--- src/sv/rvm_exec_pkg.sv ---
// ----------------------------------------------------------------------------
// rvm_exec_pkg
// Opcodes, sequencer states and shared types of the integer execute unit.
// ----------------------------------------------------------------------------
`default_nettype none

package rvm_exec_pkg;

   localparam int OP_BITS        = 4;
   localparam int REG_FIELD_BITS = 5;
   localparam int WORD_BITS      = 64;
   localparam int TARGET_BITS    = 12;
   localparam int NEXT_IP_BITS   = 13;
   localparam int PC_STEP        = 4;

   typedef enum logic [OP_BITS-1:0] {
      OP_ADD  = 4'd0,
      OP_ADDI = 4'd1,
      OP_SUB  = 4'd2,
      OP_MUL  = 4'd3,
      OP_DIV  = 4'd4,
      OP_REM  = 4'd5,
      OP_JUMP = 4'd6,
      OP_BEQ  = 4'd7,
      OP_BNE  = 4'd8,
      OP_BLT  = 4'd9,
      OP_BGE  = 4'd10
   } op_type;

   typedef enum logic [1:0] {
      EX_IDLE,
      EX_EXEC,
      EX_WAIT,
      EX_COMMIT
   } ex_state_type;

   typedef enum logic [1:0] {
      MD_IDLE,
      MD_MUL,
      MD_DIV
   } md_state_type;

   typedef enum logic [1:0] {
      MD_KIND_MUL,
      MD_KIND_DIV,
      MD_KIND_REM
   } md_kind_type;

   typedef struct packed {
      logic        start;
      md_kind_type kind;
   } md_cmd_type;

endpackage

`default_nettype wire

--- src/sv/rvm_exec_muldiv.sv ---
// ----------------------------------------------------------------------------
// rvm_exec_muldiv
// Multicycle multiply (half-width partial products) and restoring divider.
// ----------------------------------------------------------------------------
`default_nettype none

module rvm_exec_muldiv
   import rvm_exec_pkg::*;
#(
   parameter int DATA_BITS = 64
) (
   input  wire logic                 clock,
   input  wire logic                 reset,
   input  wire md_cmd_type           cmd,
   input  wire logic [DATA_BITS-1:0] op_a,
   input  wire logic [DATA_BITS-1:0] op_b,
   output logic                      done,
   output logic [DATA_BITS-1:0]      result
);

   localparam int HALF     = (DATA_BITS + 1) / 2;
   localparam int W2       = 2 * HALF;
   localparam int CNT_BITS = $clog2(DATA_BITS);

   md_state_type          state_ff, state_in;
   md_kind_type           kind_ff;
   logic                  done_ff, done_in;
   logic [CNT_BITS-1:0]   cnt_ff;
   logic [W2-1:0]         a_ff, b_ff;
   logic [W2-1:0]         prod_ff;
   logic [W2-1:0]         acc_ff;
   logic [HALF-1:0]       mul_x, mul_y;
   logic [W2-1:0]         mul_p;
   logic [DATA_BITS-1:0]  quo_ff, rem_ff;
   logic [DATA_BITS:0]    shifted;
   logic                  fits;

   always_comb begin
      state_in = state_ff;
      done_in  = 1'b0;
      case (state_ff)
         MD_IDLE: begin
            if (cmd.start) begin
               state_in = (cmd.kind == MD_KIND_MUL) ? MD_MUL : MD_DIV;
            end
         end
         MD_MUL: begin
            if (cnt_ff == CNT_BITS'(3)) begin
               state_in = MD_IDLE;
               done_in  = 1'b1;
            end
         end
         MD_DIV: begin
            if (cnt_ff == CNT_BITS'(DATA_BITS - 1)) begin
               state_in = MD_IDLE;
               done_in  = 1'b1;
            end
         end
         default: state_in = MD_IDLE;
      endcase
   end

   always_ff @(posedge clock) begin
      if (reset) begin
         state_ff <= MD_IDLE;
         done_ff  <= 1'b0;
      end else begin
         state_ff <= state_in;
         done_ff  <= done_in;
      end
   end

   // partial product select: lo*lo, lo*hi, hi*lo
   always_comb begin
      mul_x = a_ff[HALF-1:0];
      mul_y = b_ff[HALF-1:0];
      case (cnt_ff)
         CNT_BITS'(1): mul_y = b_ff[W2-1:HALF];
         CNT_BITS'(2): mul_x = a_ff[W2-1:HALF];
         default: ;
      endcase
   end

   assign mul_p = mul_x * mul_y;

   assign shifted = {rem_ff, quo_ff[DATA_BITS-1]};
   assign fits    = (shifted >= {1'b0, b_ff[DATA_BITS-1:0]});

   always_ff @(posedge clock) begin
      if (state_ff == MD_IDLE) begin
         if (cmd.start) begin
            kind_ff <= cmd.kind;
            cnt_ff  <= '0;
            a_ff    <= W2'(op_a);
            b_ff    <= W2'(op_b);
            quo_ff  <= op_a;
            rem_ff  <= '0;
            acc_ff  <= '0;
         end
      end else begin
         cnt_ff <= cnt_ff + CNT_BITS'(1);
      end
      if (state_ff == MD_MUL) begin
         prod_ff <= mul_p;
         case (cnt_ff)
            CNT_BITS'(0): ;
            CNT_BITS'(1): acc_ff <= prod_ff;
            default:      acc_ff <= acc_ff + (prod_ff << HALF);
         endcase
      end
      if (state_ff == MD_DIV) begin
         quo_ff <= {quo_ff[DATA_BITS-2:0], fits};
         rem_ff <= fits ? DATA_BITS'(shifted - {1'b0, b_ff[DATA_BITS-1:0]})
                        : shifted[DATA_BITS-1:0];
      end
   end

   assign done   = done_ff;
   assign result = (kind_ff == MD_KIND_MUL) ? acc_ff[DATA_BITS-1:0] :
                   (kind_ff == MD_KIND_DIV) ? quo_ff : rem_ff;

endmodule

`default_nettype wire

--- config.mk ---
export PLATFORM = sky130hd
export DESIGN_NAME = rvm_exec_muldiv
export DESIGN_NICKNAME = d
export VERILOG_FILES = /design/src/sv/rvm_exec_pkg.sv /design/src/sv/rvm_exec_muldiv.sv
export SDC_FILE = /design/constraint.sdc
export NUM_CORES = 2
export LEC_CHECK = 0
export BUFFER_PORTS_ARGS = -buffer_cell sky130_fd_sc_hd__buf_4
export CAP_MARGIN = 10
export CORE_UTILIZATION = 59
export DETAILED_ROUTE_END_ITERATION = 7
export PLACE_DENSITY = 0.88
export SYNTH_ARGS = -nofsm -noshare
export SYNTH_HDL_FRONTEND = slang
export SYNTH_SLANG_ARGS = --single-unit
--- constraint.sdc ---
create_clock -name clock -period 9.18 [get_ports clock]
set_clock_uncertainty 0.1 [all_clocks]
set_input_delay 0.459 -clock clock [delete_from_list [all_inputs] [get_ports clock]]
set_output_delay 0.459 -clock clock [all_outputs]
set_load 0.005 [all_outputs]
==> out/metrics.csv <==
metric,value,unit
gr-total-overflow,0,
htree_levels,2,
tns,0,ns
dr.first_iter.drc_count,4966,
cts_tree,built,
wl_per_cell,28.2,um
die_x,304,um
core_area,90100,um2
finalHoldViolCount,0,
grt_setup_unrepaired,true,
vias_per_cell,6.24,
r2r-start,cnt_ff[3],
fp-row-count,110,
worst_pin_slew,1.23,ns
syn-num-nets,6995,
numCtsBuffers,39,
antenna_left,0,
worstPathArrival,9.30,ns
synthDistinctLibCells,81,
setup_viol,0,
timing.fmax,110,MHz
dp_hpwl,162000,um
area_growth_syn_to_layout,16.6,%
grt_max_degree,100,
cts.sinks,395,
synth_edf_count,360,
slowest_delay,0.58,ns
reg2reg_slack,0.08,ns
clkLatencyLatePin,0.56,ns
placed_area,59000,um2
nNetsFinal,7439,
cp_top_family,adder cells,
crit_start,cnt_ff[3],
async_flop_share,0,
cts-root-buf,clkbuf_16,
critPathBufInv,9,
grt_first_pass_wirelength,293000,um
hold_class,input port to flip-flop,
vias,45278,
crit_cells,34,
crit_path_end,prod_ff[55],
path_clk_slew,0.07,ns
final_area,62700,um2
ys_ff_latch,395,
cp_max_fo,10,
synth_cells,5599,
grt_pass1_vias,45821,
cp_common_cell,fa_1,
outcome,"finished, final reports clean",
start_util,0.597,
crit_required,9.38,ns
synthFlopType,edfxtp_1,
ios,198,
critPathKind,flip-flop to flip-flop,
finalCritPeriodShare,0.991,
synth_seq_area_share,0.214,
final_layout_size_suffix_gt1_frac,0.150,
ctsLongestPathBuffers,3,
drv_slew,0,
yosys_warnings,0,
synth.avg_cell_area,9.61,um2
cp_slowest_cell,fa_1,
place_congestion,1.08,
start_kind,flip-flop,
slew_headroom,0.157,
fp.dieH,304,um
drt-total-wl,205000,um
reg2regPathDepth,34,
drc,0,
die_area,92400,um2
io_buffers,197,
endpoint_kind,flip-flop,
period_minus_slack,9.10,ns
maxCapViolations,0,
r2r-end,prod_ff[55],
first_pass_iters,6,
antenna_found_initial,11,
gr-usage-all-layers,0.436,
syn_area,53800,um2
layer usage:
layer / up-vias / global-route usage / share of wire
met4: 8 / 0.262 / 0.077
met1: 22530 / 0.567 / 0.35
met2: 3186 / 0.643 / 0.43
li1: 18762 / - / -
met3: 792 / 0.132 / 0.14
met5: - / 0 / 0.00025
registers in the layout (all words and copies together), names as in the netlist:
register / count
a_ff: 64
acc_ff: 64
b_ff: 64
cnt_ff: 6
done: 1
kind_ff: 2
prod_ff: 64
quo_ff: 64
rem_ff: 64
state_ff: 2
worst register-to-register path, delay by kind of cell, from the launching register on:
family | cells | cell delay [ns]
AOI/OAI and AO/OA | 11 | 2.14
DFF | 1 | 0.48
adders and majority gates | 9 | 4.08
and+or+nand+nor | 4 | 0.85
xor gates and xnor gates | 1 | 0.07
buffers and inverters | 9 | 1.11
cell type report:
cell class / instances / area, um2
Antenna cell: 5 / 12.5
Clock buffer: 46 / 1070
Clock inverter: 24 / 305
Fill cell: 6711 / 27500
Inverter: 961 / 3610
Multi-Input combinational cell: 3974 / 38400
Sequential cell: 395 / 11500
Tap cell: 1176 / 1470
Timing Repair Buffer: 672 / 6360
cell usage in the layout, fill, tap and decap left out, drive strengths merged, types with 21 or more instances in the layout:
| cell type | instances |
|---|---|
| dlygate4sd3 | 71 |
| o21bai | 27 |
| mux2 | 95 |
| a21oi | 212 |
| xor2 | 57 |
| xnor2 | 93 |
| buf | 583 |
| a211oi | 32 |
| nand2 | 616 |
| nand2b | 21 |
| nand3 | 32 |
| dfxtp | 35 |
| nor2 | 769 |
| edfxtp | 360 |
| fa | 898 |
| clkbuf | 64 |
| o21ai | 181 |
| nand4 | 38 |
| mux2i | 140 |
| ha | 365 |
| inv | 967 |
| a22o | 34 |
| a21o | 105 |
per-stage QoR:
stage               std cells  worst slack, ns   util  hold WS, ns
finish                   7253           0.0791  0.695      0.00469
global route             7248           -0.154  0.695     0.000191
CTS                      7178          0.00920  0.678     0.000485
detailed placement       7036          -0.0987  0.654        0.357
global placement         7036          0.00338  0.654        0.352
floorplan                5599           0.0123      -        0.341
cells by family (layout without fill, tap and decap cells):
group                      Yosys count  count (layout)  synth area share
buffers and inverters             1231            1703            0.0873
AOI/OAI and AO/OA                  756             756            0.0915
xor gates and xnor gates           150             150            0.0244
muxes                              235             235            0.0459
other                                0               5                 0
adders and majority gates         1263            1263             0.419
and+or+nand+nor                   1569            1570             0.118
DFF                                395             395             0.214
worst min-delay path by stage:
stage | startpoint | endpoint | depth (start not counted)
6_report | op_a[3] | a_ff[3] | 1
5_1_grt | op_a[1] | a_ff[1] | 1
4_1_cts | op_b[1] | b_ff[1] | 1
3_5_place_dp | prod_ff[36] | acc_ff[36] | 2
3_3_place_gp | prod_ff[36] | acc_ff[36] | 2
2_1_floorplan | prod_ff[33] | acc_ff[33] | 2
cells in the mapped netlist, types with 13 or more instances:
master	number	area, um2
o31ai_1	16	120
nand2_1	615	2310
edfxtp_1	360	10800
nor2b_1	13	81.3
and2_1	18	113
a31oi_1	15	93.8
fa_1	898	18000
buf_1	16	60.1
o21ai_0	170	851
o21bai_1	26	195
a211o_1	13	114
nor2_1	769	2890
dfxtp_1	35	701
xnor2_1	93	815
nor3_1	15	75.1
inv_1	961	3610
nand3_1	32	160
a22oi_1	20	150
clkbuf_1	237	890
a211oi_1	27	203
nand4_1	38	238
a22o_1	34	298
mux2_2	95	1070
xor2_1	57	499
a21oi_1	209	1050
nand2b_1	21	131
ha_1	365	4570
mux2i_1	140	1400
and3_1	14	87.6
o21a_1	18	135
a21o_1	105	788
what timing repair did:
action / CTS / global route
setup buffers: 4 / 48
pin swaps: 1 / 28
hold buffers: 67 / 4
cloned: 1 / 17
hold endpoints to repair: 67 / 4
endpoints found under the setup margin: 9 / 21
resized for setup: 17 / 126
Power is not shown: default switching activity piles up to over one toggle a cycle in this logic, so the estimate is an artifact.
